[config.mk]
export PLATFORM = sky130hd
export DESIGN_NAME = ppl_ram
export DESIGN_NICKNAME = d
export VERILOG_FILES = /design/src/design/ppl_ram.sv
export SDC_FILE = /design/constraint.sdc
export NUM_CORES = 1
export LEC_CHECK = 0
export BUFFER_PORTS_ARGS = -buffer_cell sky130_fd_sc_hd__buf_2
export CORE_MARGIN = 4
export CORE_UTILIZATION = 30
export DETAILED_ROUTE_END_ITERATION = 10
export PLACE_DENSITY = 0.54
export SLEW_MARGIN = 10
export SYNTH_ARGS = -nofsm -noshare
export SYNTH_HDL_FRONTEND = slang
export SYNTH_SLANG_ARGS = --single-unit
[constraint.sdc]
create_clock -name clk -period 3.72 [get_ports clk]
set_clock_uncertainty 0.2 [all_clocks]
set_input_delay 0.372 -clock clk [delete_from_list [all_inputs] [get_ports clk]]
set_output_delay 0.372 -clock clk [all_outputs]
set_load 0.05 [all_outputs]
[src/design/ppl_ram.sv]
module ppl_ram #(
	parameter int WIDTH = 32,
	parameter int DEPTH = 16
) (
	input  logic                     clk,
	input  logic                     we,
	input  logic [$clog2(DEPTH)-1:0] waddr,
	input  logic [WIDTH-1:0]         wdata,
	input  logic                     re,
	input  logic [$clog2(DEPTH)-1:0] raddr,
	output logic [WIDTH-1:0]         rdata
);

	logic [WIDTH-1:0] mem [DEPTH];

	// read data holds until the next read
	always_ff @(posedge clk) begin
		if (we) begin
			mem[waddr] <= wdata;
		end
		if (re) begin
			rdata <= mem[raddr];
		end
	end

endmodule

Yosys cells after proc, flatten, opt, wreduce, memory -nomap -nowiden
Memories as Yosys holds them, arrays and structs flattened. A register that Yosys moved wholly into a read port is not among the register bits. Cells that the tools add are included.

Multiplexer cells: 2.

Operators with widths (number): $mux W1 (2).

Register bits after elaboration: 0. Memory bits (writable): 512. Bits of input ports: 43. Output and inout bits: 32. Logic and storage cells: 3. Memories: 1.

Memories: mem (depth 16, width 32, read ports 1, clocked after memory_dff 1, wr ports 1, RTL line 14) `logic [WIDTH-1:0] mem [DEPTH];`.

Logic depth before layout (Yosys ltp)
Gate-level depths: netlist (run 1).

Depth in word-level cells: 2. Depth in mapped cells: 5. Gate-level depth less buffers: 3.

Least setup slack after synthesis (run 1)
Ideal clock, no wire load.

Path kind: input to register. From: input port waddr[2]. To: memory mem[0][0] (enable). Library setup time: 461 ps. Arrival: 3090 ps. Required time: 3059 ps. Slack: -32 ps. Stages: 2. Buffers on the path: 0. Cell sequence: or3b_2 > nor3_1.

RTL lines: start, declared (RTL line 7) `input logic [$clog2(DEPTH)-1:0] waddr,`; end, declared (RTL line 14).

Straight into the memory's write port.

Final worst setup path (run 1)
From: register rdata[18] (read register of mem). To: output port rdata[18].

RTL lines: start, declared (RTL line 11) `output logic [WIDTH-1:0] rdata`.

No word-level cell between the ends.

==> flow_summary.toml, run 1 <==
[route]
first_pass_iters = 5
wl_per_cell_um = 23.91
postRouteAntennaNets = 0
wl_um = 45430
drt_iter0_drc = 629
drc_errors = 0
viasPerCell = 4.877
vias = 9266

[setup_path]
cp-startpoint = "rdata[18]"
timing.rr.end = "rdata[3]"
critPathCapture = "rdata[18]"
worst_setup_path_start_kind = "flop"
path_class = "reg -> out"
cp-end-kind = "output port"
crit_path_max_fanout = 1
crit_family = "flip-flops"
crit_slowest_cell = "edfxtp_1"
critPathMaxStageDelay_ps = 500
critical_path_buf_inv_count = 1
rr_startpoint = "mem[3][3]"
required_ps = 3150
critical_path_cell_count = 1
r2r_slack_ps = 2050
path_cells = "buf_2"
arrival_ps = 1410
reg2reg_depth = 3

[final_layout]
syn_to_final_growth_pct = 19.36
final_nets = 1029
final_common_cell = "edfxtp_1"
fillers = 6028
layout.cells.non_filler = 1900
multiInputGateArea_um2 = 3756
fin_util_pct = 36.37
drive_gt1_share_pct = 31.88
seq_area_um2 = 16340
layout_common_cells = "544 x edfxtp_1, 128 x mux4_2, 72 x buf_2"

[clock_network]
clkLatencyLatePin_ps = 590
cts.path.max_buffers = 3
clk_pin_slew_ps = 70
cts_root_buf = "clkbuf_16"
cts_setup_buffers = 0
cts_tree = "yes"
cts_max_level = 2
cts_resized = 0
clkSinkCount = 544
cts_buffers = 55

[global_routing]
grt_antenna_before_repair = 5
overflow = 0
grt.total_usage_pct = 12.72
grt_max_degree = 56
first_global_vias = 9829
grt_pass1_wl_um = 66730

[floorplanning]
die_h_um = 267.3
rows = 94
coreArea_um2 = 66220
die_area_um2 = 71460
io_pins = 75
die_w_um = 267.3
initial_core_util_pct = 30.47

[timing]
worst_pin_slew_ps = 908.4
fmax_mhz = 504.2
finalHoldViolations = 0
relSlewSlack_pct = 39.44
post-route-min-period_ps = 1983
drv_slew = 0
finalSetupTns_ps = 0
setup_violations = 0
setup_slack_ps = 1737
rsz0062_at_grt = "no"
fin_crit_sh_pct = 53.31

[yosys]
syn_area_um2 = 20170
yosysSeqAreaShare_pct = 80.97
syn_area_per_cell_um2 = 24.07
postSynthCellCount = 838
yosysWarnings = 0
ys_ff_latch = 544
ys_types = 17
synth_nets = 881

[pwr]
p_leak_uw = 0.007595
ir_drop_v = 0.0003249
powerDensity_nw_per_um2 = 556.4
power_uw = 13400

[place]
hpwl_um = 23120
place_ws_ps = 1101
place.gp.congestion = 0.6818
port_buffers = 74
dp.cells = 1761

[worst_hold_path]
hp-class = "in -> reg"

[outcome]
status = "complete, no violations"

[run]
drv_cap = 0
timing repair:
action	4_1_cts	5_1_grt
setup endpoints to repair	0	0
hold buffers	32	0
endpoints found under the hold margin	512	0
power breakdown:
part | internal (uW) | total, uW | switching (uW)
Sequential | 6910 | 6950 | 39.2
Combinational | 266 | 729 | 463
Clock | 3480 | 5720 | 2240
Total | 10700 | 13400 | 2740
final cells by class:
class,instances,share of cell area [%]
clock inverter,35,1.735
tap,864,4.489
clock buffer,68,6.095
antenna,4,0.04157
sequential,544,67.84
timing repair buffer,134,4.203
multi-input combinational,251,15.60
flip-flops by register name, summed over array words and instances, names as in the netlist:
signal	count
mem	512
rdata	32
metal layers:
| layer | up-vias | global-route usage [%] | share of wire [%] |
|---|---|---|---|
| li1 | 3911 | - | - |
| met4 | 2 | 3.370 | 1.7 |
| met3 | 51 | 2.692 | 6.1 |
| met2 | 240 | 19.77 | 47 |
| met1 | 5062 | 18.34 | 45 |
| met5 | - | 0 | 0.015 |
metrics by stage:
stage / area (um2) / hold slack (ps)
after floorplan: 20180 / 270.9
after global placement: 21860 / 532.6
after detailed placement: 21860 / 538.3
after CTS: 24070 / 260.9
after global routing: 24070 / 298.7
final: 24080 / 286.0
kinds of logic after synthesis:
| logic type | synth area share [%] |
|---|---|
| AO/OA/AOI/OAI | 2.382 |
| buffers and inverters | 1.104 |
| flip-flops | 80.97 |
| multiplexers | 14.29 |
| AND/OR/NAND/NOR | 1.253 |
synth_stat cells:
| library cell | count | area, um2 |
|---|---|---|
| buf_6 | 2 | 22.52 |
| nand3_1 | 1 | 5.000 |
| mux4_2 | 128 | 2883 |
| nor3_1 | 4 | 20.02 |
| edfxtp_1 | 544 | 16340 |
| buf_1 | 9 | 33.78 |
| nand3b_1 | 2 | 15.01 |
| buf_4 | 11 | 82.58 |
| buf_2 | 4 | 20.02 |
| nand2b_1 | 2 | 12.51 |
| nor2_1 | 13 | 48.80 |
| or3b_2 | 1 | 8.760 |
| and2_1 | 1 | 6.260 |
| clkbuf_1 | 17 | 63.81 |
| nand2_1 | 33 | 123.9 |
| a22oi_1 | 64 | 480.5 |
| nor2b_1 | 2 | 12.51 |
how the worst min path moves through the flow:
stage	start	endpoint	slack, ps	cells past startpoint
after global placement	mem[14][17]	rdata[17]	530	3
after CTS	raddr[3]	rdata[24]	260	4
after detailed placement	mem[12][17]	rdata[17]	540	3
after floorplan	wdata[0]	mem[0][0]	270	0
final	re	rdata[15]	290	1
after global routing	re	rdata[15]	300	1
No activity file was read; power rests on OpenSTA's default activity.
==> run 2, diff against run 1 <==
Settings changed: PLACE_DENSITY 0.54 to 0.53.
Clock period 3.72 ns to 1.9 ns, I/O delays scaled along.
==> flow_summary.toml, run 2 (synthesized netlist as in run 1, its figures left out) <==
[route]
wl_per_cell_um = 24.03
postRouteAntennaNets = 0
drc_errors = 0
vias = 9400
first_pass_iters = 5
wl_um = 46860
viasPerCell = 4.821
drt_iter0_drc = 812

[final_layout]
largest-register = "mem"
fillers = 5963
final_nets = 1083
layout_common_cells = "544 x edfxtp_1, 128 x mux4_2, 72 x buf_2"
reg_top3 = "mem (512), rdata (32)"
largest_register_ff_count = 512
syn_to_final_growth_pct = 22.18
drive_gt1_share_pct = 34.26
final_area_um2 = 24650
layout.cells.non_filler = 1950
final_common_cell = "edfxtp_1"

[place]
place.gp.congestion = 0.7005
port_buffers = 74
placed_cell_area_um2 = 22720
dp.cells = 1816
hpwl_um = 26000

[setup_path]
critPathMaxStageDelay_ps = 480
cp-startpoint = "rdata[18]"
timing.rr.end = "rdata[9]"
cp-end-kind = "output port"
critical_path_cell_count = 1
path_class = "reg -> out"
reg2reg_depth = 3
path_cells = "buf_2"
crit_family = "flip-flops"
required_ps = 1510
worst_setup_path_start_kind = "flop"
r2r_slack_ps = 220
arrival_ps = 1390
rr_startpoint = "mem[3][9]"
crit_path_max_fanout = 1
critical_path_buf_inv_count = 1
crit_slowest_cell = "edfxtp_1"

[global_routing]
grt.total_usage_pct = 13.16
grt_antenna_before_repair = 4
first_global_vias = 10020
grt_max_degree = 37
overflow = 0
grt_pass1_wl_um = 69030

[timing]
holdWs_ps = 52.38
finalHoldViolations = 0
fin_crit_sh_pct = 93.68
rsz0062_at_grt = "no"
worst_pin_slew_ps = 991.2
drv_slew = 0
relSlewSlack_pct = 33.78
post-route-min-period_ps = 1780
setup_violations = 0
fmax_mhz = 561.8

[clock_network]
cts_tree = "yes"
cts_resized = 0
clk_pin_slew_ps = 60
cts_buffers = 53
cts_max_level = 2
cts.path.max_buffers = 3
cts_setup_buffers = 0
clkSinkCount = 544
clkLatencyLatePin_ps = 600
cts_root_buf = "clkbuf_16"

[floorplanning]
die_w_um = 267.3
rows = 94
io_pins = 75
initial_core_util_pct = 30.47
coreArea_um2 = 66220
die_h_um = 267.3
die_area_um2 = 71460

[worst_hold_path]
hp-class = "in -> reg"
hold_path_end = "rdata[4]"
min_from = "raddr[1]"
worstHoldPathCells = 4

[outcome]
status = "complete, no violations"

[pwr]
powerDensity_nw_per_um2 = 1008
p_leak_uw = 0.007861
power_uw = 24850
ir_drop_v = 0.0006623

[run]
drv_cap = 0
run 2: cell count changes in the layout (fill, tap and decap cells not counted), sizes merged, moves of 4 or more:
| cell | delta |
|---|---|
| buf | +55 |
| clkinv | +6 |
| clkinvlp | -4 |
| bufinv | -8 |
run 2: how the worst max path moves through the flow:
stage                            end
after global placement      rdata[0]
after floorplan           mem[12][0]
after global routing       rdata[18]
final                      rdata[18]
after detailed placement   rdata[29]
after CTS                  rdata[17]
run 2: power breakdown:
| group | internal, uW | total, uW | switching (uW) |
|---|---|---|---|
| combinational | 636 | 1580 | 939 |
| sequential | 13500 | 13600 | 79.1 |
| clock | 5400 | 9680 | 4280 |
run 2: worst min-delay path, stage by stage:
cell and delay [ps]:
buf_4 170, mux4_2 240, a22oi_1 70, nand2_1 70
run 2: repair_timing:
item,in CTS,in global routing
hold buffers,33,0
hold endpoints to repair,544,0
setup endpoints to repair,0,0
run 2: cell type report:
cell class | instances | area, um2 | share of cell area (%)
Tap cell | 864 | 1081 | 4.386
Clock inverter | 30 | 203.9 | 0.8274
Timing Repair Buffer | 190 | 1861 | 7.548
Multi-Input combinational cell | 251 | 3777 | 15.32
Sequential cell | 544 | 16340 | 66.27
Antenna cell | 3 | 7.507 | 0.03046
Clock buffer | 68 | 1383 | 5.609
run 2: routing by layer:
| metal | vias up | wire (um) | track usage (%) |
|---|---|---|---|
| met3 | 59 | 2555 | 2.958 |
| li1 | 4025 | - | - |
| met2 | 219 | 22560 | 21.15 |
| met5 | - | 13 | 0 |
| met4 | 2 | 755 | 2.884 |
| met1 | 5095 | 20980 | 18.52 |
run 2: through the flow:
stage                     utilization (%)  setup slack [ps]  TNS (ps)
after floorplan                         -            -377.0    -43700
after global placement              34.32            -149.0     -2263
after detailed placement            34.32            -133.2     -2059
after CTS                           37.21             90.23         0
after global routing                37.22             82.16         0
final                               37.22             120.1         0
==> run 3, diff against run 2 <==
Settings changed: RECOVER_POWER set to 25.
==> flow_summary.toml, run 3 (synthesized netlist as in run 1, its figures left out) <==
[setup_path]
critical_path_buf_inv_count = 1
crit_path_max_fanout = 1
rr_startpoint = "mem[3][9]"
critPathMaxStageDelay_ps = 480
path_class = "reg -> out"
arrival_ps = 1400
critPathCapture = "rdata[18]"
cp-startpoint = "rdata[18]"
required_ps = 1510
critical_path_cell_count = 1
r2r_slack_ps = 220
path_cells = "buf_2"
crit_slowest_cell = "edfxtp_1"
timing.rr.end = "rdata[9]"
cp-end-kind = "output port"
crit_family = "flip-flops"
worst_setup_path_start_kind = "flop"
reg2reg_depth = 3

[timing]
holdWs_ps = 52.83
rsz0062_at_grt = "no"
post-route-min-period_ps = 1787
fmax_mhz = 559.6
relSlewSlack_pct = 33.37
drv_slew = 0
worst_pin_slew_ps = 997.4
fin_crit_sh_pct = 94.05
finalHoldViolations = 0
setup_violations = 0
finalSetupTns_ps = 0

[pwr]
clockPowerShare_pct = 39.0
combPwrFrac_pct = 6.3
p_leak_uw = 0.007811
powerDensity_nw_per_um2 = 1009
switching_power_uw = 5307
switching_share_pct = 21.35
power_uw = 24860
p_seq_share_pct = 54.7
p_int_uw = 19550
ir_drop_v = 0.0006612

[clock_network]
clkLatencyLatePin_ps = 600
cts_tree = "yes"
cts_max_level = 2
cts.path.max_buffers = 3
clk_pin_slew_ps = 60
cts_buffers = 53
cts_setup_buffers = 0
cts.hold.buffers_added = 33
cts_root_buf = "clkbuf_16"
cts_resized = 0
clkSinkCount = 544

[run]
drv_cap = 0

[final_layout]
final_common_cell = "edfxtp_1"
syn_to_final_growth_pct = 22.07
largest-register = "mem"
largest_register_ff_count = 512
seq_area_um2 = 16340
layout_common_cells = "544 x edfxtp_1, 128 x mux4_2, 64 x a22oi_1"
drive_gt1_share_pct = 32.59
multiInputGateArea_um2 = 3777
final_area_um2 = 24630
reg_top3 = "mem (512), rdata (32)"
fillers = 5965
final_nets = 1083

[floorplanning]
initial_core_util_pct = 30.47
io_pins = 75
die_h_um = 267.3
coreArea_um2 = 66220
die_area_um2 = 71460
rows = 94
die_w_um = 267.3

[global_routing]
first_global_vias = 10020
overflow = 0
grt_pass1_wl_um = 69030
grt_max_degree = 37
grt_antenna_before_repair = 4
grt.total_usage_pct = 13.16

[place]
hpwl_um = 26000
placed_cell_area_um2 = 22720
place.gp.congestion = 0.7005
port_buffers = 74

[route]
first_pass_iters = 4
route.met2.wl_um = 22420
drc_errors = 0
viasPerCell = 4.822
routed.top_layer = "met5"
postRouteAntennaNets = 0
vias = 9402
drt_iter0_drc = 810
route.met3.wl_um = 2569
wl_per_cell_um = 24.07
wl_met1_um = 21170
wl_um = 46930

[worst_hold_path]
hp-class = "in -> reg"
min_from = "raddr[1]"

[outcome]
status = "complete, no violations"
run 3: cell types whose count changed in the layout (fill, tap and decap cells not counted), sizes merged:
cell and delta:
buf -18, clkbuf +18
run 3: metal layers:
layer | up-vias | track usage, %
li1 | 4022 | -
met1 | 5099 | 18.52
met2 | 220 | 21.15
met3 | 59 | 2.958
met4 | 2 | 2.884
met5 | - | 0
run 3: how the worst min path moves through the flow:
stage	to	slack [ps]	cells past startpoint
global placement	mem[8][14]	370	1
finish	rdata[4]	50	4
global route	mem[4][20]	60	4
CTS	rdata[4]	20	4
floorplan	mem[0][0]	90	0
detailed placement	mem[12][8]	380	1
run 3: area by class of cell:
type	instances	share of cell area, %
diodes	3	0.03048
clock buffers	68	5.614
clock inverters	30	0.8282
multi-input cells	251	15.34
flip-flops and latches	544	66.33
well taps	864	4.390
repair buffers	190	7.464
run 3: through the flow:
stage	utilization, %	cells	worst slack (ps)
floorplan	-	838	-377.0
global placement	34.32	1816	-149.0
detailed placement	34.32	1816	-133.2
CTS	37.21	1947	90.23
global route	37.18	1948	82.16
finish	37.19	1950	113.0
run 3: power by group through the flow:
stage / combinational [uW] / sequential (uW) / clock [uW]
detailed placement: 1550 / 13900 / 0
global route: 1690 / 13600 / 10400
finish: 1570 / 13600 / 9690
CTS: 1610 / 13600 / 9940
floorplan: 658 / 14000 / 0
global placement: 1530 / 13800 / 0
