### config.mk
export PLATFORM = sky130hd
export DESIGN_NAME = ppl_ctrl_flat
export DESIGN_NICKNAME = d
export VERILOG_FILES = /design/src/design/ppl_pkg.sv /design/src/design/ppl_ifs.sv /design/src/design/ppl_ctrl.sv /design/src/flat_wrapper.sv
export SDC_FILE = /design/constraint.sdc
export NUM_CORES = 1
export LEC_CHECK = 0
export BUFFER_PORTS_ARGS = -buffer_cell sky130_fd_sc_hd__buf_4
export CORE_AREA = 10 10 306 308
export CTS_CLUSTER_SIZE = 10
export DETAILED_ROUTE_END_ITERATION = 8
export DIE_AREA = 0 0 316 318
export PLACE_DENSITY_LB_ADDON = 0.25
export REMOVE_ABC_BUFFERS = 1
export SLEW_MARGIN = 20
export SYNTH_ARGS = -nofsm -noshare
export SYNTH_HDL_FRONTEND = slang
export SYNTH_SLANG_ARGS = --single-unit
### constraint.sdc
create_clock -name clk -period 9.1 [get_ports clk]
set_input_delay 2.73 -clock clk [delete_from_list [all_inputs] [get_ports clk]]
set_output_delay 2.73 -clock clk [all_outputs]
set_load 0.005 [all_outputs]
### src/design/ppl_pkg.sv
package ppl_pkg;

	localparam int RECS_PER_BUFFER = 256;
	localparam int WORDS_PER_REC   = 7;
	localparam int WORD_W          = 32;
	localparam int ROW_W           = WORDS_PER_REC * WORD_W;
	localparam int SLOT_W          = $clog2(RECS_PER_BUFFER);
	localparam int FILL_W          = $clog2(RECS_PER_BUFFER + 1);
	localparam int ROWS            = 2 * RECS_PER_BUFFER;
	localparam int ADDR_W          = $clog2(ROWS);
	localparam int WIDX_W          = $clog2(WORDS_PER_REC);
	localparam int FILL_OUT_W      = 9;

	typedef enum logic [2:0] {
		CMD_PUSH    = 3'd0,
		CMD_TAKE    = 3'd1,
		CMD_RELEASE = 3'd2,
		CMD_DRAIN   = 3'd3,
		CMD_PAUSE   = 3'd4,
		CMD_READ    = 3'd5
	} cmd_t;

	typedef enum logic [1:0] {
		STAT_DONE    = 2'd0,
		STAT_IGNORED = 2'd1,
		STAT_DROPPED = 2'd2,
		STAT_NONE    = 2'd3
	} status_t;

	typedef enum logic {
		FSM_IDLE,
		FSM_STREAM
	} fsm_t;

	typedef struct packed {
		logic              we;
		logic [ADDR_W-1:0] waddr;
		logic [ROW_W-1:0]  wdata;
		logic              re;
		logic [ADDR_W-1:0] raddr;
	} mem_req_t;

	// one row per record; buffer 1 sits above buffer 0
	function automatic logic [ADDR_W-1:0] row_addr(input logic b, input logic [SLOT_W-1:0] slot);
		logic [ADDR_W-1:0] base;
		base = b ? ADDR_W'(RECS_PER_BUFFER) : '0;
		row_addr = base + ADDR_W'(slot);
	endfunction

endpackage

### src/design/ppl_ifs.sv
interface ppl_req_if;
	logic        valid;
	logic        ready;
	logic [2:0]  cmd;
	logic [31:0] timestamp_us;
	logic [31:0] sample_time_us;
	logic [7:0]  sensor_id;
	logic [7:0]  accuracy;
	logic [31:0] value_a;
	logic [31:0] value_b;
	logic [31:0] value_c;
	logic [31:0] value_d;
	logic        buffer_sel;
	logic [7:0]  record_index;
	logic        flag;

	modport source (output valid, cmd, timestamp_us, sample_time_us, sensor_id, accuracy,
		value_a, value_b, value_c, value_d, buffer_sel, record_index, flag, input ready);
	modport sink (input valid, cmd, timestamp_us, sample_time_us, sensor_id, accuracy,
		value_a, value_b, value_c, value_d, buffer_sel, record_index, flag, output ready);
endinterface

interface ppl_rsp_if;
	logic        valid;
	logic        ready;
	logic [1:0]  status;
	logic        buffer_index;
	logic [8:0]  fill_count;
	logic [31:0] dropped_count;
	logic [31:0] written_count;
	logic [31:0] data_word;
	logic        last;

	modport source (output valid, status, buffer_index, fill_count, dropped_count,
		written_count, data_word, last, input ready);
	modport sink (input valid, status, buffer_index, fill_count, dropped_count,
		written_count, data_word, last, output ready);
endinterface

interface ppl_cfg_if;
	logic valid;
	logic ready;
	logic data;

	modport source (output valid, data, input ready);
	modport sink (input valid, data, output ready);
endinterface

### src/design/ppl_ctrl.sv
module ppl_ctrl import ppl_pkg::*; (
	input  logic             clk,
	input  logic             arst_n,
	ppl_req_if.sink          req,
	ppl_rsp_if.source        rsp,
	ppl_cfg_if.sink          cfg,
	output mem_req_t         mreq,
	input  logic [ROW_W-1:0] rdata
);

	fsm_t              fsm_q, fsm_d;
	logic [WIDX_W-1:0] widx_q, widx_d;
	logic              sel_q, sel_d;
	logic              en_q;
	logic              paused_q, paused_d;
	logic              active_q, active_d;
	logic [1:0]        pend_q, pend_d;
	logic [1:0]        busy_q, busy_d;
	logic [FILL_W-1:0] fill_q [2];
	logic [FILL_W-1:0] fill_d [2];
	logic [15:0]       seq_q, seq_d;
	logic [31:0]       drop_q, drop_d;
	logic [31:0]       wr_q, wr_d;

	logic              vld_q;
	logic [1:0]        status_q;
	logic              bidx_q;
	logic [8:0]        fillo_q;
	logic [31:0]       word_q;
	logic              last_q;

	logic              ofree;
	logic              acc;
	logic              push_go;
	logic              res_load;
	status_t           res_status;
	logic              res_buf;
	logic [31:0]       res_word;
	logic              res_last;
	logic [8:0]        res_fill;
	logic              oth;

	assign ofree     = !vld_q || rsp.ready;
	assign req.ready = (fsm_q == FSM_IDLE) && ofree;
	assign acc       = req.valid && req.ready;
	assign push_go   = acc && (req.cmd == CMD_PUSH) && en_q && !paused_q;
	assign cfg.ready = 1'b1;
	assign oth       = ~active_q;

	always_comb begin
		fsm_d      = fsm_q;
		widx_d     = widx_q;
		sel_d      = sel_q;
		paused_d   = paused_q;
		active_d   = active_q;
		pend_d     = pend_q;
		busy_d     = busy_q;
		fill_d     = fill_q;
		seq_d      = seq_q;
		drop_d     = drop_q;
		wr_d       = wr_q;
		mreq       = '0;
		res_load   = 1'b0;
		res_status = STAT_DONE;
		res_buf    = active_q;
		res_word   = '0;
		res_last   = 1'b1;

		case (fsm_q)
			FSM_IDLE: begin
				if (acc) begin
					res_load = 1'b1;
					case (cmd_t'(req.cmd))
						CMD_PUSH: begin
							mreq.wdata = {req.value_d, req.value_c, req.value_b, req.value_a,
								seq_q, req.accuracy, req.sensor_id,
								req.sample_time_us, req.timestamp_us};
							if (!en_q || paused_q) begin
								res_status = STAT_IGNORED;
							end else begin
								seq_d = seq_q + 16'd1;
								if (fill_q[active_q] == FILL_W'(RECS_PER_BUFFER)) begin
									if (pend_q[oth] || busy_q[oth]) begin
										drop_d     = drop_q + 32'd1;
										res_status = STAT_DROPPED;
									end else begin
										// swap: full buffer waits for the consumer
										pend_d[active_q] = 1'b1;
										active_d         = oth;
										res_buf          = oth;
										fill_d[oth]      = FILL_W'(1);
										mreq.we          = 1'b1;
										mreq.waddr       = row_addr(oth, '0);
									end
								end else begin
									fill_d[active_q] = fill_q[active_q] + FILL_W'(1);
									mreq.we          = 1'b1;
									mreq.waddr       = row_addr(active_q, SLOT_W'(fill_q[active_q]));
								end
							end
						end
						CMD_TAKE: begin
							if (pend_q[0] && !busy_q[0]) begin
								busy_d[0] = 1'b1;
								pend_d[0] = 1'b0;
								res_buf   = 1'b0;
							end else if (pend_q[1] && !busy_q[1]) begin
								busy_d[1] = 1'b1;
								pend_d[1] = 1'b0;
								res_buf   = 1'b1;
							end else begin
								res_status = STAT_NONE;
								res_buf    = 1'b0;
							end
						end
						CMD_RELEASE: begin
							pend_d[req.buffer_sel] = 1'b1;
							busy_d[req.buffer_sel] = 1'b0;
							res_buf                = req.buffer_sel;
						end
						CMD_DRAIN: begin
							if (req.flag) begin
								wr_d = wr_q + 32'(fill_q[req.buffer_sel]);
							end
							fill_d[req.buffer_sel] = '0;
							busy_d[req.buffer_sel] = 1'b0;
							res_buf                = req.buffer_sel;
						end
						CMD_PAUSE: begin
							if (req.flag && !paused_q) begin
								for (int i = 0; i < 2; i++) begin
									if (!busy_q[i]) begin
										fill_d[i] = '0;
										pend_d[i] = 1'b0;
									end
								end
							end
							paused_d = req.flag;
						end
						CMD_READ: begin
							res_buf = req.buffer_sel;
							if (32'(req.record_index) >= 32'(fill_q[req.buffer_sel]) ||
								32'(req.record_index) >= 32'(RECS_PER_BUFFER)) begin
								res_status = STAT_NONE;
							end else begin
								res_load   = 1'b0;
								mreq.re    = 1'b1;
								mreq.raddr = row_addr(req.buffer_sel, SLOT_W'(req.record_index));
								sel_d      = req.buffer_sel;
								widx_d     = '0;
								fsm_d      = FSM_STREAM;
							end
						end
						default: begin
							res_status = STAT_IGNORED;
						end
					endcase
				end
			end
			FSM_STREAM: begin
				// row stays on the RAM output; hand out one word per free slot
				res_buf = sel_q;
				if (ofree) begin
					res_load = 1'b1;
					res_word = rdata[widx_q * WORD_W +: WORD_W];
					res_last = (widx_q == WIDX_W'(WORDS_PER_REC - 1));
					widx_d   = widx_q + WIDX_W'(1);
					if (res_last) begin
						fsm_d = FSM_IDLE;
					end
				end
			end
			default: begin
				fsm_d = FSM_IDLE;
			end
		endcase

		res_fill = FILL_OUT_W'(fill_d[res_buf]);
	end

	always_ff @(posedge clk or negedge arst_n) begin
		if (!arst_n) begin
			fsm_q     <= FSM_IDLE;
			widx_q    <= '0;
			sel_q     <= 1'b0;
			en_q      <= 1'b1;
			paused_q  <= 1'b0;
			active_q  <= 1'b0;
			pend_q    <= '0;
			busy_q    <= '0;
			fill_q[0] <= '0;
			fill_q[1] <= '0;
			seq_q     <= '0;
			drop_q    <= '0;
			wr_q      <= '0;
			vld_q     <= 1'b0;
		end else begin
			fsm_q    <= fsm_d;
			widx_q   <= widx_d;
			sel_q    <= sel_d;
			paused_q <= paused_d;
			active_q <= active_d;
			pend_q   <= pend_d;
			busy_q   <= busy_d;
			fill_q   <= fill_d;
			seq_q    <= seq_d;
			drop_q   <= drop_d;
			wr_q     <= wr_d;
			if (cfg.valid && cfg.ready) begin
				en_q <= cfg.data;
			end
			if (res_load) begin
				vld_q <= 1'b1;
			end else if (rsp.ready) begin
				vld_q <= 1'b0;
			end
		end
	end

	always_ff @(posedge clk) begin
		if (res_load) begin
			status_q <= res_status;
			bidx_q   <= res_buf;
			fillo_q  <= res_fill;
			word_q   <= res_word;
			last_q   <= res_last;
		end
	end

	assign rsp.valid         = vld_q;
	assign rsp.status        = status_q;
	assign rsp.buffer_index  = bidx_q;
	assign rsp.fill_count    = fillo_q;
	assign rsp.dropped_count = drop_q;
	assign rsp.written_count = wr_q;
	assign rsp.data_word     = word_q;
	assign rsp.last          = last_q;

	a_fill_bound: assert property (@(posedge clk) disable iff (!arst_n)
		fill_q[0] <= FILL_W'(RECS_PER_BUFFER) && fill_q[1] <= FILL_W'(RECS_PER_BUFFER))
		else $error("fill count above buffer size");

	a_read_streams: assert property (@(posedge clk) disable iff (!arst_n)
		mreq.re |=> fsm_q == FSM_STREAM && widx_q == '0)
		else $error("row read not followed by word stream");

	a_widx_range: assert property (@(posedge clk) disable iff (!arst_n)
		fsm_q == FSM_STREAM |-> widx_q < WIDX_W'(WORDS_PER_REC))
		else $error("word index out of range");

	a_seq_only_on_push: assert property (@(posedge clk) disable iff (!arst_n)
		seq_q != $past(seq_q) |-> $past(push_go))
		else $error("sequence number moved without an accepted push");

	a_no_rw_overlap: assert property (@(posedge clk) disable iff (!arst_n)
		!(mreq.we && mreq.re))
		else $error("record write and read in one cycle");

endmodule

### src/flat_wrapper.sv
// flat-port wrapper written by rule: the top's interface ports become plain ports
module ppl_ctrl_flat import ppl_pkg::*;
  (clk, arst_n, mreq, rdata, req_valid, req_cmd, req_timestamp_us, req_sample_time_us, req_sensor_id, req_accuracy, req_value_a, req_value_b, req_value_c, req_value_d, req_buffer_sel, req_record_index, req_flag, req_ready, rsp_valid, rsp_status, rsp_buffer_index, rsp_fill_count, rsp_dropped_count, rsp_written_count, rsp_data_word, rsp_last, rsp_ready, cfg_valid, cfg_data, cfg_ready);
  ppl_req_if req_i ();
  ppl_rsp_if rsp_i ();
  ppl_cfg_if cfg_i ();
  input  logic clk;
  input  logic arst_n;
  output mem_req_t mreq;
  input  logic [ROW_W-1:0] rdata;
  input wire logic [$bits(req_i.valid)-1:0] req_valid;
  input wire logic [$bits(req_i.cmd)-1:0] req_cmd;
  input wire logic [$bits(req_i.timestamp_us)-1:0] req_timestamp_us;
  input wire logic [$bits(req_i.sample_time_us)-1:0] req_sample_time_us;
  input wire logic [$bits(req_i.sensor_id)-1:0] req_sensor_id;
  input wire logic [$bits(req_i.accuracy)-1:0] req_accuracy;
  input wire logic [$bits(req_i.value_a)-1:0] req_value_a;
  input wire logic [$bits(req_i.value_b)-1:0] req_value_b;
  input wire logic [$bits(req_i.value_c)-1:0] req_value_c;
  input wire logic [$bits(req_i.value_d)-1:0] req_value_d;
  input wire logic [$bits(req_i.buffer_sel)-1:0] req_buffer_sel;
  input wire logic [$bits(req_i.record_index)-1:0] req_record_index;
  input wire logic [$bits(req_i.flag)-1:0] req_flag;
  output wire logic [$bits(req_i.ready)-1:0] req_ready;
  output wire logic [$bits(rsp_i.valid)-1:0] rsp_valid;
  output wire logic [$bits(rsp_i.status)-1:0] rsp_status;
  output wire logic [$bits(rsp_i.buffer_index)-1:0] rsp_buffer_index;
  output wire logic [$bits(rsp_i.fill_count)-1:0] rsp_fill_count;
  output wire logic [$bits(rsp_i.dropped_count)-1:0] rsp_dropped_count;
  output wire logic [$bits(rsp_i.written_count)-1:0] rsp_written_count;
  output wire logic [$bits(rsp_i.data_word)-1:0] rsp_data_word;
  output wire logic [$bits(rsp_i.last)-1:0] rsp_last;
  input wire logic [$bits(rsp_i.ready)-1:0] rsp_ready;
  input wire logic [$bits(cfg_i.valid)-1:0] cfg_valid;
  input wire logic [$bits(cfg_i.data)-1:0] cfg_data;
  output wire logic [$bits(cfg_i.ready)-1:0] cfg_ready;
  assign req_i.valid = req_valid;
  assign req_i.cmd = req_cmd;
  assign req_i.timestamp_us = req_timestamp_us;
  assign req_i.sample_time_us = req_sample_time_us;
  assign req_i.sensor_id = req_sensor_id;
  assign req_i.accuracy = req_accuracy;
  assign req_i.value_a = req_value_a;
  assign req_i.value_b = req_value_b;
  assign req_i.value_c = req_value_c;
  assign req_i.value_d = req_value_d;
  assign req_i.buffer_sel = req_buffer_sel;
  assign req_i.record_index = req_record_index;
  assign req_i.flag = req_flag;
  assign req_ready = req_i.ready;
  assign rsp_valid = rsp_i.valid;
  assign rsp_status = rsp_i.status;
  assign rsp_buffer_index = rsp_i.buffer_index;
  assign rsp_fill_count = rsp_i.fill_count;
  assign rsp_dropped_count = rsp_i.dropped_count;
  assign rsp_written_count = rsp_i.written_count;
  assign rsp_data_word = rsp_i.data_word;
  assign rsp_last = rsp_i.last;
  assign rsp_i.ready = rsp_ready;
  assign cfg_i.valid = cfg_valid;
  assign cfg_i.data = cfg_data;
  assign cfg_ready = cfg_i.ready;
  ppl_ctrl u_core (.clk(clk), .arst_n(arst_n), .req(req_i), .rsp(rsp_i), .cfg(cfg_i), .mreq(mreq), .rdata(rdata));
endmodule
# ---- Word level (Yosys, flattened, before mapping)
# Index checks and enable logic that the tools add are counted.
# W data, S select, Z words.
dict set report totals {
  register_bits 156
  latch_bits 0
  mem_bits_rw 0
  mem_bits_ro 0
  output_inout_bits 356
  word_cells 209
  memories 0
}
dict set report op_classes {
  addsub 7
  mul 0
  div_mod_pow 0
  n_lt_le_gt_ge 13
  n_eq_ne 20
  n_shift 1
  muxes 91
  bitwise 18
  n_reduce_logical 38
}
# cell n
set op_table {}
lappend op_table {{$mux W244} 2}
lappend op_table {{$mux W234} 1}
lappend op_table {{$shiftx A224 B9 Y32} 1}
lappend op_table {{$mux W9} 17}
lappend op_table {{$mux W18} 6}
lappend op_table {{$pmux W18 S3} 1}
lappend op_table {{$mux W10} 5}
lappend op_table {{$add A32 B1 Y32 const B} 1}
lappend op_table {{$add A32 B9 Y32} 1}
lappend op_table {{$mux W1} 31}
lappend op_table {{$demux W9 S1} 3}
lappend op_table {{$mux W2} 10}
lappend op_table {{$reduce_and A4 Y1} 5}
lappend op_table {{$add A9 B8 Y9} 2}
lappend op_table {{$and A18 B18 Y18} 1}
lappend op_table {{$bwmux W18} 1}
lappend op_table {{$ne A2 B2 Y1 const B} 9}
lappend op_table {{$not A18 Y18} 1}
lappend op_table {{$add A16 B1 Y16 const B} 1}
lappend op_table {{$and A16 B16 Y16} 1}
lappend op_table {{$not A16 Y16} 1}
lappend op_table {{$pmux W2 S4} 2}
lappend op_table {{$mux W3} 4}
lappend op_table {{$logic_and A1 B1 Y1} 10}
lappend op_table {{35 further kinds} 71}

# ---- Depth between registers and ports, before layout
dict set report depth {
  ltp_word 17
  ltp_mapped 12
}

# ---- Worst setup path after synthesis
# No wires, ideal clock.
dict set report synth_timing {
  path_type {input -> output}
  from {input port req_buffer_sel}
  to {output port mreq[1] (netlist bit)}
  t_arrival_ns 5.040
  path_slack_ns 1.330
  cell_stages 9
  n_path_buf 2
  path_cell_list {clkbuf_1 > buf_1 > mux2i_1 > ha_1 > a211o_1 > a21oi_1 > o21bai_1 > nor2_1 > and2_1}
}
# element line
set synth_lines {}
lappend synth_lines {{from (decl)} flat_wrapper.sv:21} ;# input wire logic [$bits(req_i.buffer_sel)-1:0] req_buffer_sel;
lappend synth_lines {{to (decl)} flat_wrapper.sv:9} ;# output mem_req_t mreq;

==> out/results.txt <==
Status - completed
Clk Latency, worst-skew pair - 0.48 ns
Drt drc - 0
Crit path required time - 6.37 ns
Tmin final - 8.072 ns
Max FO, Critical Path - 15
First-pass GRT wire length - 114600 um
Clk buf depth - 2
DIE HEIGHT - 318 um
H-Tree Level Count - 4
Final Max Slew Viols - 0
Via count - 12960
Die Wd - 316 um
Switching pwr - 1.154 mW
Synth warn - 0
Share of layout cells above drive strength 1 - 48.71%
Synth cell types - 82
CTS Root Cell - clkbuf_16
Worst setup EP type - output pin
# setup viols final - 0
Flop and latch count out of synthesis - 156
Num ports - 807
Antenna violations before repair - 65
Clk pin slew, worst setup/hold paths - 0.08 ns
Cell-internal power - 1.840 mW
Switching Share - 38.54%
Layout Nets - 2434
Post-synth top area share - 23.83%
FF-to-FF End - u_core.rsp.fill_count[2]
Post-route ant nets - 0
Crit path max-delay family - simple AND/OR/NAND/NOR gates
WP data arrival - 5.34 ns
Register area share after synthesis - 35.75%
HP Class - reg -> reg
PD cells - 154.0 nW/um2
DRT Wirelength - 85910 um
First drt pass iteration count - 5
Top cells by area, synth - dfrtp_1 24%, and2_1 13%, edfxtp_1 12%, mux4_2 6.2%, mux2_2 4.3%
Most frequent cell after synthesis - and2_1
Most frequent CP cell - buf_4
CP cell instances - buf_4 -> mux2_2 -> ha_1 -> nand2b_1 -> a211o_1 -> a21oi_1 -> o21bai_1 -> nor2_1 -> and2_1 -> buf_4
Num CTS Buffers - 17
Tot GR Track Use - 16.36%
WS Path Type - in -> out
Die area - 100500 um2
Sequential share of power - 32.0%
Area leader, netlist - dfrtp_1
Worst setup path endpoint - mreq[5]
Fin area - 19440 um2
FF-to-FF path depth - 9
Synth async-reset ratio - 71.15%
Area of the core - 87690 um2
Period Utilization, post-route - 88.70%
Detail Placement HPWL - 75370 um
Worst stage delay on the critical path - 0.52 ns
Startpoint Class - input pin
Peak supply drop - 0.1405 mV
Finished Core Util - 22.17%
Vias in the first global route - 13850
Fmax - 123.9 MHz
Multi-input combinational cell area - 6940 um2
Clock Sink Count - 156
Register area - 4133 um2
Area of the mapped netlist - 11550 um2
Largest net degree at the start of global routing - 225
Cell row count - 109
Hold-fix buffers at CTS - 0
DRT iter0 DRCs - 811
DR WL/cell - 27.29 um
Logic pwr share - 42.9%
Fillers - 9658
Synth-to-Final Area Change - 68.29%
Mapped Cells - 1204
Clk pwr share - 25.0%
Max-slew headroom - 38.55%
Final hold viol count - 0
Worst Setup SP - req_buffer_sel
Via/cell ratio - 4.116
Reg2reg setup slack - 5.45 ns
Max cap viols - 0
Worst hold slack - 0.4745 ns
EDFF count, synth - 45
Reg2reg start - u_core.active_q
Critical path depth in cells - 10
Total grt overflow - 0
Final Power - 2.994 mW
Slowest-stage cell, CP - nor2_1
Least-Margin Pin Slew - 0.9198 ns
Layout Skew - 0.02080 ns
Post-synth top flop - dfrtp_1
CP bufs+invs - 2
Starting Density - 13.17%
RSZ-0062 raised after global routing - false
Gp weighted congestion - 0.9391
Top post-synthesis cells by count - 236 x and2_1, 110 x dfrtp_1, 73 x nor2_1
CTS tree - done
IO Port Bufs - 805
Synth Area per Inst - 9.595 um2
CTS resizes - 0
Leakage power total - 9.211 nW
Placed inst area - 18820 um2
Post-CTS setup buffers - 0
## logic make-up after synthesis
| logic type | after synthesis | synth area share [%] |
|---|---|---|
| AOI/OAI and AO/OA | 171 | 11.08 |
| xor gates and xnor gates | 80 | 6.065 |
| adders and majority gates | 25 | 2.773 |
| buffers and inverters | 117 | 4.267 |
| DFF | 156 | 35.75 |
| muxes | 95 | 12.21 |
| other | 1 | 0.03246 |
| and+or+nand+nor | 559 | 27.82 |
## worst register-to-register path: stages, from the launching register on
cell	delay (ns)
dfrtp_1	0.32
buf_4	0.38
mux2i_1	0.42
ha_1	0.25
nor4b_4	0.34
a31o_2	0.22
a22o_1	0.21
a21oi_1	0.13
o31ai_4	0.65
mux2_1	0.46
## cell usage in the layout, fill, tap and decap left out, types with 8 or more instances in the layout
cell type,n
a21oi_1,24
a221oi_1,35
and2_1,236
and3_1,18
buf_4,819
clkbuf_16,17
dfrtp_1,108
diode_2,12
edfxtp_1,45
ha_1,24
inv_1,29
mux2_2,44
mux2i_1,16
mux4_2,32
nand2_1,65
nand3_1,38
nand4_1,18
nor2_1,72
nor2b_1,8
nor3_1,56
o21a_1,10
o21ai_0,29
xnor2_1,53
xor2_1,27
## power by group through the flow
stage | clock network (mW) | registers, mW | logic, mW
4_1_cts | 0.794 | 0.964 | 1.31
5_1_grt | 0.818 | 0.977 | 1.40
6_report | 0.749 | 0.959 | 1.29
3_3_place_gp | 0 | 0.976 | 1.31
3_5_place_dp | 0 | 0.978 | 1.31
2_1_floorplan | 0 | 1.03 | 0.586
## state kept, by name, indices dropped and copies added (netlist names)
signal,count
u_core.en_q,1
u_core.pend_q,2
u_core.fsm_q,1
u_core.rsp.status,2
u_core.busy_q,2
u_core.fill_q,18
u_core.rsp.last,1
u_core.rsp.fill_count,9
u_core.rsp.data_word,32
u_core.rsp.dropped_count,32
u_core.active_q,1
u_core.paused_q,1
u_core.widx_q,3
u_core.rsp.buffer_index,1
u_core.seq_q,16
u_core.rsp.valid,1
u_core.rsp.written_count,32
u_core.sel_q,1
## per-stage QoR
step                      setup WS, ns  setup TNS, ns  cells
after floorplan                 -2.323        -353.05   1119
after global placement           1.086              0   3104
after detailed placement         1.053              0   3104
after CTS                        1.011              0   3136
after global routing            0.8407              0   3144
final                            1.028              0   3148
## per-layer routing
layer	track usage [%]	vias up	share of wire, %
met1	14.56	6274	31
li1	-	5816	-
met2	33.66	710	58
met3	4.671	155	7.9
met5	0	-	0.010
met4	5.726	2	3.4
## worst min-delay path by stage
stage / cells after the start / from / to
floorplan: 1 / u_core.seq_q[15] / u_core.seq_q[15]
finish: 1 / u_core.rsp.dropped_count[31] / u_core.rsp.dropped_count[31]
global placement: 1 / u_core.rsp.dropped_count[31] / u_core.rsp.dropped_count[31]
global route: 1 / u_core.rsp.dropped_count[31] / u_core.rsp.dropped_count[31]
CTS: 1 / u_core.rsp.dropped_count[31] / u_core.rsp.dropped_count[31]
detailed placement: 1 / u_core.rsp.dropped_count[31] / u_core.rsp.dropped_count[31]
## area by class of cell
type                            instances  area share, %
Clock buffer                           17          2.188
Sequential cell                       156          21.26
Clock inverter                         15         0.8560
Multi-Input combinational cell        931          35.70
Timing Repair Buffer                  820          31.73
Inverter                               32         0.6178
Tap cell                             1165          7.498
Antenna cell                           12         0.1545
(Power assumes the default switching activity.)
